File: src/rtl/bae_pkg.sv
`timescale 1ns / 1ps
// ----------------------------------------------------------------------------
// Bitmap allocator engine package
// Command and result types, opcodes and fixed field widths.
// ----------------------------------------------------------------------------
package bae_pkg;

    localparam int POS_W  = 14;   // bit positions, including area ends
    localparam int SIZE_W = 13;   // map size and population count

    localparam logic [SIZE_W-1:0] MAP_SIZE_RST = 13'd4096;
    localparam int                MAX_SIZE     = 8191;

    localparam logic [2:0] OP_SET_RUN   = 3'd0;
    localparam logic [2:0] OP_CLR_RUN   = 3'd1;
    localparam logic [2:0] OP_NEXT_ZERO = 3'd2;
    localparam logic [2:0] OP_NEXT_SET  = 3'd3;
    localparam logic [2:0] OP_ZERO_AREA = 3'd4;

    typedef struct packed {
        logic [2:0]  opcode;
        logic [11:0] start_bit;
        logic [12:0] run_length;
        logic [11:0] area_mask;
        logic [11:0] area_offset;
    } t_cmd;

    typedef struct packed {
        logic [13:0] result_index;
        logic        found;
        logic [12:0] set_count;
        logic        all_clear;
        logic        all_set;
    } t_result;

    // Outcome of a search within one bitmap word.
    typedef struct packed {
        logic             hit;
        logic [POS_W-1:0] pos;
    } t_scan_res;

endpackage

File: src/rtl/bitmap_allocator_engine.sv
`timescale 1ns / 1ps
// Sequence: the command first walks its words; runs and bit searches walk each word once, while
// a zero-area search adds find, align and check steps per candidate start and may rewalk words.
// A population sweep over the words in use follows, and then the result strobe.
// One command at a time; the next can be accepted in the cycle after the strobe.
// Reset: synchronous, active low; a clearing pass then zeroes all words (64 at the defaults).
// ----------------------------------------------------------------------------
// Bitmap allocator engine
// Allocation bitmap held in a word RAM, with run set/clear, next zero/set
// search, aligned zero-area search and a population report on every result.
// ----------------------------------------------------------------------------
module bitmap_allocator_engine #(
    parameter int MAP_BITS  = 4096,
    parameter int WORD_BITS = 64
) (
    input  logic             i_clk,
    input  logic             i_rst_n,
    // Command channel
    input  logic             start,
    output logic             busy,
    input  bae_pkg::t_cmd    i_cmd,
    // Result channel
    output logic             o_done,
    output bae_pkg::t_result o_result,
    // Configuration port
    input  logic             psel,
    input  logic             penable,
    input  logic             pwrite,
    input  logic [2:0]       paddr,
    input  logic [31:0]      pwdata,
    output logic [31:0]      prdata,
    output logic             pready
);
    import bae_pkg::*;

    localparam int WLOG      = $clog2(WORD_BITS);
    localparam int NUM_WORDS = (MAP_BITS + WORD_BITS - 1) / WORD_BITS;
    localparam int AW        = NUM_WORDS > 1 ? $clog2(NUM_WORDS) : 1;
    localparam int POP_W     = $clog2(WORD_BITS + 1);
    localparam int MAP_CAP   = MAP_BITS > MAX_SIZE ? MAX_SIZE : MAP_BITS;

    // Sequencer states.
    localparam logic [3:0] S_CLR       = 4'd0;
    localparam logic [3:0] S_IDLE      = 4'd1;
    localparam logic [3:0] S_SCAN_RD   = 4'd2;
    localparam logic [3:0] S_SCAN_EV   = 4'd3;
    localparam logic [3:0] S_RMW_RD    = 4'd4;
    localparam logic [3:0] S_RMW_EV    = 4'd5;
    localparam logic [3:0] S_AREA_FIND = 4'd6;
    localparam logic [3:0] S_ALIGN     = 4'd7;
    localparam logic [3:0] S_AREA_CHK  = 4'd8;
    localparam logic [3:0] S_CNT_INIT  = 4'd9;
    localparam logic [3:0] S_CNT_RD    = 4'd10;
    localparam logic [3:0] S_CNT_EV    = 4'd11;
    localparam logic [3:0] S_DONE      = 4'd12;

    // Control registers.
    logic [3:0]        r_state, n_state;
    logic [AW-1:0]     r_clr, n_clr;
    logic [SIZE_W-1:0] r_map_size;

    // Working registers of the current transaction.
    t_cmd              r_cmd, n_cmd;
    logic [POS_W-1:0]  r_n, n_n;
    logic [POS_W-1:0]  r_from, n_from;
    logic [POS_W-1:0]  r_lim, n_lim;
    logic [POS_W-1:0]  r_idx, n_idx;
    logic              r_want, n_want;
    logic              r_phase, n_phase;
    logic [POS_W-1:0]  r_res, n_res;
    logic              r_found, n_found;
    logic [SIZE_W-1:0] r_cnt, n_cnt;

    // Memory and word unit connections.
    logic                 w_we;
    logic [AW-1:0]        w_waddr, w_raddr;
    logic [WORD_BITS-1:0] w_wdata, w_rdata, w_mask;
    logic [POP_W-1:0]     w_pop;
    t_scan_res            w_scan;

    logic [POS_W-1:0]  w_base, w_next_base, w_word_idx;
    logic [SIZE_W-1:0] w_eff;
    logic [POS_W-1:0]  w_eff14, w_start14, w_run_end, w_sum, w_hit_pos;
    logic [POS_W:0]    w_area_end;
    logic [POS_W-1:0]  w_amask14, w_aoff14;
    logic              w_scan_end;

    assign w_eff = (r_map_size > SIZE_W'(MAP_CAP)) ? SIZE_W'(MAP_CAP) : r_map_size;
    assign w_eff14   = POS_W'(w_eff);
    assign w_start14 = POS_W'(i_cmd.start_bit);
    assign w_run_end = w_start14 + POS_W'(i_cmd.run_length);

    // Word walk: the current word's first bit, the next word's first bit.
    assign w_base      = r_from & ~POS_W'(WORD_BITS - 1);
    assign w_next_base = w_base + POS_W'(WORD_BITS);
    assign w_word_idx  = r_from >> WLOG;
    assign w_raddr     = AW'(w_word_idx);
    assign w_scan_end  = w_next_base >= r_lim;

    // The area end keeps one extra bit so that a long area past a large map
    // still compares above the map size.
    assign w_amask14  = POS_W'(r_cmd.area_mask);
    assign w_aoff14   = POS_W'(r_cmd.area_offset);
    assign w_sum      = r_idx + w_aoff14 + w_amask14;
    assign w_area_end = {1'b0, r_idx} + (POS_W + 1)'(r_cmd.run_length);
    assign w_hit_pos  = w_scan.hit ? w_scan.pos : r_lim;

    bae_ram #(
        .WIDTH (WORD_BITS),
        .DEPTH (NUM_WORDS)
    ) u_ram (
        .i_clk   (i_clk),
        .i_we    (w_we),
        .i_waddr (w_waddr),
        .i_wdata (w_wdata),
        .i_raddr (w_raddr),
        .o_rdata (w_rdata)
    );

    bae_word_unit #(
        .WORD_BITS (WORD_BITS)
    ) u_word (
        .i_data (w_rdata),
        .i_base (w_base),
        .i_lo   (r_from),
        .i_hi   (r_lim),
        .i_want (r_want),
        .o_mask (w_mask),
        .o_scan (w_scan),
        .o_pop  (w_pop)
    );

    // The write port serves the clearing pass and the run write-back.
    always_comb begin
        w_we    = (r_state == S_CLR) || (r_state == S_RMW_EV);
        w_waddr = (r_state == S_CLR) ? r_clr : w_raddr;
        if (r_state == S_CLR) begin
            w_wdata = '0;
        end else if (r_cmd.opcode == OP_SET_RUN) begin
            w_wdata = w_rdata | w_mask;
        end else begin
            w_wdata = w_rdata & ~w_mask;
        end
    end

    always_comb begin
        n_state = r_state;
        n_clr   = r_clr;
        n_cmd   = r_cmd;
        n_n     = r_n;
        n_from  = r_from;
        n_lim   = r_lim;
        n_idx   = r_idx;
        n_want  = r_want;
        n_phase = r_phase;
        n_res   = r_res;
        n_found = r_found;
        n_cnt   = r_cnt;

        unique case (r_state)
            S_CLR: begin
                n_clr = r_clr + AW'(1);
                if (r_clr == AW'(NUM_WORDS - 1)) begin
                    n_state = S_IDLE;
                end
            end
            S_IDLE: begin
                if (start) begin
                    n_cmd   = i_cmd;
                    n_n     = w_eff14;
                    n_res   = '0;
                    n_found = 1'b0;
                    n_from  = w_start14;
                    n_phase = 1'b0;
                    n_state = S_CNT_INIT;
                    unique case (i_cmd.opcode)
                        OP_SET_RUN, OP_CLR_RUN: begin
                            // Runs are clipped at the map end.
                            n_lim = (w_run_end > w_eff14) ? w_eff14 : w_run_end;
                            if (w_start14 < n_lim) begin
                                n_state = S_RMW_RD;
                            end
                        end
                        OP_NEXT_ZERO, OP_NEXT_SET: begin
                            n_want = (i_cmd.opcode == OP_NEXT_SET);
                            n_lim  = w_eff14;
                            if (w_start14 >= w_eff14) begin
                                n_res = w_eff14;
                            end else begin
                                n_state = S_SCAN_RD;
                            end
                        end
                        OP_ZERO_AREA: begin
                            n_state = S_AREA_FIND;
                        end
                        default: begin
                            n_state = S_CNT_INIT;
                        end
                    endcase
                end
            end
            S_SCAN_RD: begin
                n_state = S_SCAN_EV;
            end
            S_SCAN_EV: begin
                if (!w_scan.hit && !w_scan_end) begin
                    n_from  = w_next_base;
                    n_state = S_SCAN_RD;
                end else if (r_cmd.opcode != OP_ZERO_AREA) begin
                    n_res   = w_hit_pos;
                    n_found = w_hit_pos < r_n;
                    n_state = S_CNT_INIT;
                end else if (!r_phase) begin
                    // First free bit, or the map end if none; align it next.
                    n_idx   = w_hit_pos;
                    n_state = S_ALIGN;
                end else if (w_scan.hit) begin
                    // A set bit inside the candidate area: resume after it.
                    n_from  = w_scan.pos + POS_W'(1);
                    n_phase = 1'b0;
                    n_state = S_AREA_FIND;
                end else begin
                    n_res   = r_idx;
                    n_found = r_idx < r_n;
                    n_state = S_CNT_INIT;
                end
            end
            S_AREA_FIND: begin
                if (r_from >= r_n) begin
                    n_idx   = r_n;
                    n_state = S_ALIGN;
                end else begin
                    n_lim   = r_n;
                    n_want  = 1'b0;
                    n_phase = 1'b0;
                    n_state = S_SCAN_RD;
                end
            end
            S_ALIGN: begin
                n_idx   = (w_sum & ~w_amask14) - w_aoff14;
                n_state = S_AREA_CHK;
            end
            S_AREA_CHK: begin
                if (w_area_end > {1'b0, r_n}) begin
                    n_res   = w_area_end[POS_W-1:0];
                    n_state = S_CNT_INIT;
                end else if (r_cmd.run_length == '0) begin
                    n_res   = r_idx;
                    n_found = r_idx < r_n;
                    n_state = S_CNT_INIT;
                end else begin
                    n_from  = r_idx;
                    n_lim   = w_area_end[POS_W-1:0];
                    n_want  = 1'b1;
                    n_phase = 1'b1;
                    n_state = S_SCAN_RD;
                end
            end
            S_RMW_RD: begin
                n_state = S_RMW_EV;
            end
            S_RMW_EV: begin
                if (w_scan_end) begin
                    n_state = S_CNT_INIT;
                end else begin
                    n_from  = w_next_base;
                    n_state = S_RMW_RD;
                end
            end
            S_CNT_INIT: begin
                n_from  = '0;
                n_lim   = r_n;
                n_cnt   = '0;
                n_state = (r_n == '0) ? S_DONE : S_CNT_RD;
            end
            S_CNT_RD: begin
                n_state = S_CNT_EV;
            end
            S_CNT_EV: begin
                n_cnt = r_cnt + SIZE_W'(w_pop);
                if (w_scan_end) begin
                    n_state = S_DONE;
                end else begin
                    n_from  = w_next_base;
                    n_state = S_CNT_RD;
                end
            end
            S_DONE: begin
                n_state = S_IDLE;
            end
            default: begin
                n_state = S_IDLE;
            end
        endcase
    end

    always_ff @(posedge i_clk) begin
        if (!i_rst_n) begin
            r_state    <= S_CLR;
            r_clr      <= '0;
            r_map_size <= MAP_SIZE_RST;
        end else begin
            r_state <= n_state;
            r_clr   <= n_clr;
            if (psel && penable && pwrite && !paddr[2]) begin
                r_map_size <= pwdata[SIZE_W-1:0];
            end
        end
    end

    always_ff @(posedge i_clk) begin
        r_cmd   <= n_cmd;
        r_n     <= n_n;
        r_from  <= n_from;
        r_lim   <= n_lim;
        r_idx   <= n_idx;
        r_want  <= n_want;
        r_phase <= n_phase;
        r_res   <= n_res;
        r_found <= n_found;
        r_cnt   <= n_cnt;
    end

    assign busy   = (r_state != S_IDLE);
    assign o_done = (r_state == S_DONE);

    assign o_result.result_index = r_res;
    assign o_result.found        = r_found;
    assign o_result.set_count    = r_cnt;
    assign o_result.all_clear    = (r_cnt == '0);
    assign o_result.all_set      = (POS_W'(r_cnt) == r_n);

    assign pready = 1'b1;
    assign prdata = paddr[2] ? 32'd0 : 32'(r_map_size);
endmodule

File: src/rtl/bae_ram.sv
`timescale 1ns / 1ps
// ----------------------------------------------------------------------------
// Generic single-port-write RAM
// One write port and one read port with registered read data.
// ----------------------------------------------------------------------------
module bae_ram #(
    parameter int WIDTH = 64,
    parameter int DEPTH = 64
) (
    input  logic                                      i_clk,
    input  logic                                      i_we,
    input  logic [(DEPTH > 1 ? $clog2(DEPTH) : 1)-1:0] i_waddr,
    input  logic [WIDTH-1:0]                          i_wdata,
    input  logic [(DEPTH > 1 ? $clog2(DEPTH) : 1)-1:0] i_raddr,
    output logic [WIDTH-1:0]                          o_rdata
);
    logic [WIDTH-1:0] r_mem [DEPTH];

    always_ff @(posedge i_clk) begin
        if (i_we) begin
            r_mem[i_waddr] <= i_wdata;
        end
        o_rdata <= r_mem[i_raddr];
    end
endmodule

File: src/rtl/bae_word_unit.sv
`timescale 1ns / 1ps
// ----------------------------------------------------------------------------
// Bitmap word unit
// Masks one word to a bit range, finds the first bit of the wanted value
// inside it and counts the set bits inside it.
// ----------------------------------------------------------------------------
module bae_word_unit #(
    parameter int WORD_BITS = 64
) (
    input  logic [WORD_BITS-1:0]          i_data,
    input  logic [bae_pkg::POS_W-1:0]     i_base,
    input  logic [bae_pkg::POS_W-1:0]     i_lo,
    input  logic [bae_pkg::POS_W-1:0]     i_hi,
    input  logic                          i_want,
    output logic [WORD_BITS-1:0]          o_mask,
    output bae_pkg::t_scan_res            o_scan,
    output logic [$clog2(WORD_BITS+1)-1:0] o_pop
);
    import bae_pkg::*;

    localparam int WLOG  = $clog2(WORD_BITS);
    localparam int POP_W = $clog2(WORD_BITS + 1);

    logic [POS_W-1:0]     w_pos;
    logic [WORD_BITS-1:0] w_sel;
    logic [WLOG-1:0]      w_first;
    logic [POP_W-1:0]     w_pop;

    always_comb begin
        for (int j = 0; j < WORD_BITS; j++) begin
            w_pos     = i_base + POS_W'(j);
            o_mask[j] = (w_pos >= i_lo) && (w_pos < i_hi);
        end
        w_sel = (i_want ? i_data : ~i_data) & o_mask;

        // Lowest selected bit wins.
        w_first = '0;
        for (int j = WORD_BITS - 1; j >= 0; j--) begin
            if (w_sel[j]) begin
                w_first = WLOG'(j);
            end
        end
        o_scan.hit = |w_sel;
        o_scan.pos = i_base + POS_W'(w_first);

        w_pop = '0;
        for (int j = 0; j < WORD_BITS; j++) begin
            w_pop = w_pop + POP_W'(i_data[j] & o_mask[j]);
        end
        o_pop = w_pop;
    end
endmodule

File: config.mk
export PLATFORM = sky130hd
export DESIGN_NAME = bitmap_allocator_engine
export DESIGN_NICKNAME = d
export VERILOG_FILES = /design/src/rtl/bae_pkg.sv /design/src/rtl/bitmap_allocator_engine.sv /design/src/rtl/bae_ram.sv /design/src/rtl/bae_word_unit.sv
export SDC_FILE = /design/constraint.sdc
export NUM_CORES = 2
export LEC_CHECK = 0
export ABC_CLOCK_PERIOD_IN_PS = 14190
export BUFFER_PORTS_ARGS = -buffer_cell sky130_fd_sc_hd__buf_2
export CORE_AREA = 2 2 714 716
export CTS_BUF_LIST = sky130_fd_sc_hd__clkbuf_4
export DETAILED_ROUTE_END_ITERATION = 7
export DIE_AREA = 0 0 716 718
export PLACE_DENSITY = 0.56
export SETUP_SLACK_MARGIN = 0.3
export SLEW_MARGIN = 40
export SYNTH_ARGS = -nofsm -noshare
export SYNTH_HDL_FRONTEND = slang
export SYNTH_SLANG_ARGS = --single-unit
File: constraint.sdc
create_clock -name i_clk -period 14.19 [get_ports i_clk]
set_clock_uncertainty 0.05 [all_clocks]
set_input_delay 2.838 -clock i_clk [delete_from_list [all_inputs] [get_ports i_clk]]
set_output_delay 2.838 -clock i_clk [all_outputs]
set_load 0.02 [all_outputs]
==> flow_metrics.env <==
export IMPL_status="completed"
export IMPL_drt_iter0_markers=12275
export IMPL_crit_slowest_cell="a2111oi_1"
export IMPL_synthAdderAreaFrac=0.0208
export IMPL_cts_tree="done"
export IMPL_rows=262
export IMPL_post_route_min_period_ps=10540
export IMPL_cts_root_buf="clkbuf_4"
export IMPL_syn_to_final_growth_pct=15.1
export IMPL_drive_above_1_share=0.360
export IMPL_ctsHoldBuffers=0
export IMPL_vias=96093
export IMPL_die_x_um=716
export IMPL_hold_viol=0
export IMPL_cts_buffer_depth=5
export IMPL_drc=0
export IMPL_final_util=0.401
export IMPL_holdWs_ps=426
export IMPL_syn_inst=8420
export IMPL_path_clk_slew_ps=70
export IMPL_period_share=0.743
export IMPL_avgSynthCellArea_um2=21.0
export IMPL_synth_simple_area_share=0.0256
export IMPL_antenna_found_initial=27
export IMPL_wire_per_inst_um=32.6
export IMPL_clk_latency_ps=1870
export IMPL_worstMarginPinSlew_ps=966
export IMPL_ys_flop_type="edfxtp_1"
export IMPL_slew_headroom=0.356
export IMPL_die_h_um=718
export IMPL_crit_path_max_fanout=34
export IMPL_synth_most_common_cell="edfxtp_1"
export IMPL_grt_usage=0.215
export IMPL_yosys_warnings=0
export IMPL_synthTopCellsByCount="4,221 x edfxtp_1, 1,344 x mux4_2, 290 x nor2_1"
export IMPL_crit_type="reg2reg"
export IMPL_cp_start_kind="flip-flop"
export IMPL_drv_cap=0
export IMPL_initial_core_util=0.348
export IMPL_synthTopCellsByArea="edfxtp_1 72%, mux4_2 17%, ha_1 1.3%"
export IMPL_ios=158
export IMPL_synth_edf_count=4221
export IMPL_rsz0062_at_grt="false"
export IMPL_worstPathRequired_ps=15610
export IMPL_antenna_left=0
export IMPL_synth_top_family_by_area="multiplexers"
export IMPL_synth_compound_area_frac=0.0290
export IMPL_ir_drop_v=0.0000781
export IMPL_post_cts_buffers=0
export IMPL_endpoint_kind="flip-flop"
export IMPL_overflow=0
export IMPL_cts_resized=0
export IMPL_critPathMostFrequentCell="fa_1"
export IMPL_syn_cell_area_um2=177000
export IMPL_grt_first_pass_wirelength_mm=769
export IMPL_cts_htree_levels=7
export IMPL_grt_max_degree=136
export IMPL_critical_path_max_stage_delay_ps=740
export IMPL_setup_violations=0
export IMPL_hp_class="reg2reg"
export IMPL_numCtsBuffers=1172
export IMPL_synthArstFlopShare=0
export IMPL_leakagePower_nw=67.1
export IMPL_n_fill_cell=45212
export IMPL_grt_pass1_vias=98531
export IMPL_synth_cell_types=99
export IMPL_via_per_inst=5.62
export IMPL_dieArea_um2=514000
export IMPL_seq_area_frac_synth=0.728
export IMPL_ys_ff_latch=4308
export IMPL_dp_hpwl_mm=317
export IMPL_dr_pass1_iters=6
export IMPL_netlist_area_leader_share=0.718
export IMPL_gp_congestion=0.939
export IMPL_slew_violations=0
export IMPL_clock_sinks=4308
export IMPL_setup_tns_ps=0
export IMPL_drt_total_wl_mm=557
export IMPL_fin_nets=9983
export IMPL_cp_arrival_ps=11970
export IMPL_synth_top_area_cell="edfxtp_1"
export IMPL_synth_xor_area_share=0.00585
export IMPL_max_freq_ghz=0.0948
export IMPL_synth_area_mux_share=0.176
export IMPL_powerDensity_nw_per_um2=121
export IMPL_io_buffers=116
export IMPL_fp_coreArea_um2=507000
-- worst paths after layout --
path	to	slack, ps	from	cells after the start
worst min register to register	r_n[12]	430	r_map_size[12]	0
worst min-delay path	r_n[12]	430	r_map_size[12]	0
worst max-delay path	r_cnt[11]	3650	r_from[10]	33
worst max register to register	r_cnt[11]	3650	r_from[10]	33
-- through the flow --
step | power [mW] | setup slack (ps) | cell area [µm²] | instances
final | 24.7 | 3650 | 203000 | 17099
after global routing | 25.6 | 3150 | 203000 | 17091
after CTS | 25.0 | 3110 | 203000 | 17074
after floorplan | 14.3 | 4180 | 177000 | 8438
after global placement | 14.5 | 2590 | 187000 | 15091
after detailed placement | 14.5 | 3100 | 189000 | 15186
-- flip-flops by register name, indices dropped and copies added (netlist names) --
| register | cells |
|---|---|
| r_from | 14 |
| r_cmd | 40 |
| r_want | 1 |
| r_map_size | 13 |
| r_phase | 1 |
| r_cnt | 13 |
| r_state | 4 |
| u_ram.r_mem | 4096 |
| r_clr | 6 |
| r_idx | 14 |
| r_found | 1 |
| r_lim | 14 |
| r_n | 13 |
| u_ram.o_rdata | 64 |
| r_res | 14 |
-- worst max-delay path, delay by kind of cell (launching register included) --
kind / cells / cell delay [ps]
AOI/OAI and AO/OA: 7 / 1830
adders and majority gates: 12 / 5510
DFF: 1 / 320
buffers and inverters: 7 / 1380
and+or+nand+nor: 6 / 980
xor gates and xnor gates: 1 / 180
-- kinds of logic (layout without fill, tap and decap cells) --
family                   Yosys count  after routing
AO/OA/AOI/OAI                    729            729
XOR/XNOR                         118            118
adder cells (fa/ha/maj)          251            251
buffers and inverters            653           2568
flip-flops                      4308           4308
multiplexers                    1429           1429
other                              2             34
AND/OR/NAND/NOR                  930            930
-- area by class of cell --
type                    instances  area [µm²]  share of cell area
flip-flops and latches       4308      128000               0.632
clock inverters               266        1370             0.00675
multi-input cells            3477       46700               0.230
diodes                         14        35.0            0.000172
clock buffers                1622       12200              0.0599
inverters                     199         747             0.00367
repair buffers                481        5280              0.0260
well taps                    6732        8420              0.0414
-- cells in the final DEF, fill, tap and decap left out, types with 21 or more instances in the layout --
master	count
nor3_1	61
xnor2_1	73
a22oi_1	21
buf_2	118
nor2_1	178
a211oi_1	32
or3_1	25
o21ai_0	112
buf_4	176
fa_1	71
ha_1	180
buf_16	49
buf_8	42
a21oi_1	140
nand4_1	33
o211ai_1	45
nor4_1	22
clkinv_2	29
inv_1	199
a21o_1	50
mux2i_1	77
and2_1	37
clkinv_1	197
edfxtp_1	4221
nand3_1	77
nor2b_1	39
nor2_4	113
dfxtp_1	87
mux4_2	1344
buf_6	61
buf_12	35
nand2_1	214
xor2_1	45
o21a_1	26
inv_2	23
clkbuf_4	1622
and3_1	35
-- report_power, final --
group	leakage (nW)	switching, mW	internal, mW
Clock	8.16	4.95	5.45
Sequential	41.2	0.0171	13.8
Combinational	17.8	0.263	0.146
Total	67.1	5.23	19.4
-- routing by layer --
metal  track usage  share of wire  up-vias  wire [µm]
met2         0.339           0.48     4994     266000
met5             0       0.000059        -         33
met3        0.0500          0.084      798      46600
met4        0.0917          0.036        4      19900
li1              -              -    38509          -
met1         0.287           0.40    51788     225000
Power figures use the tool's default switching activity.
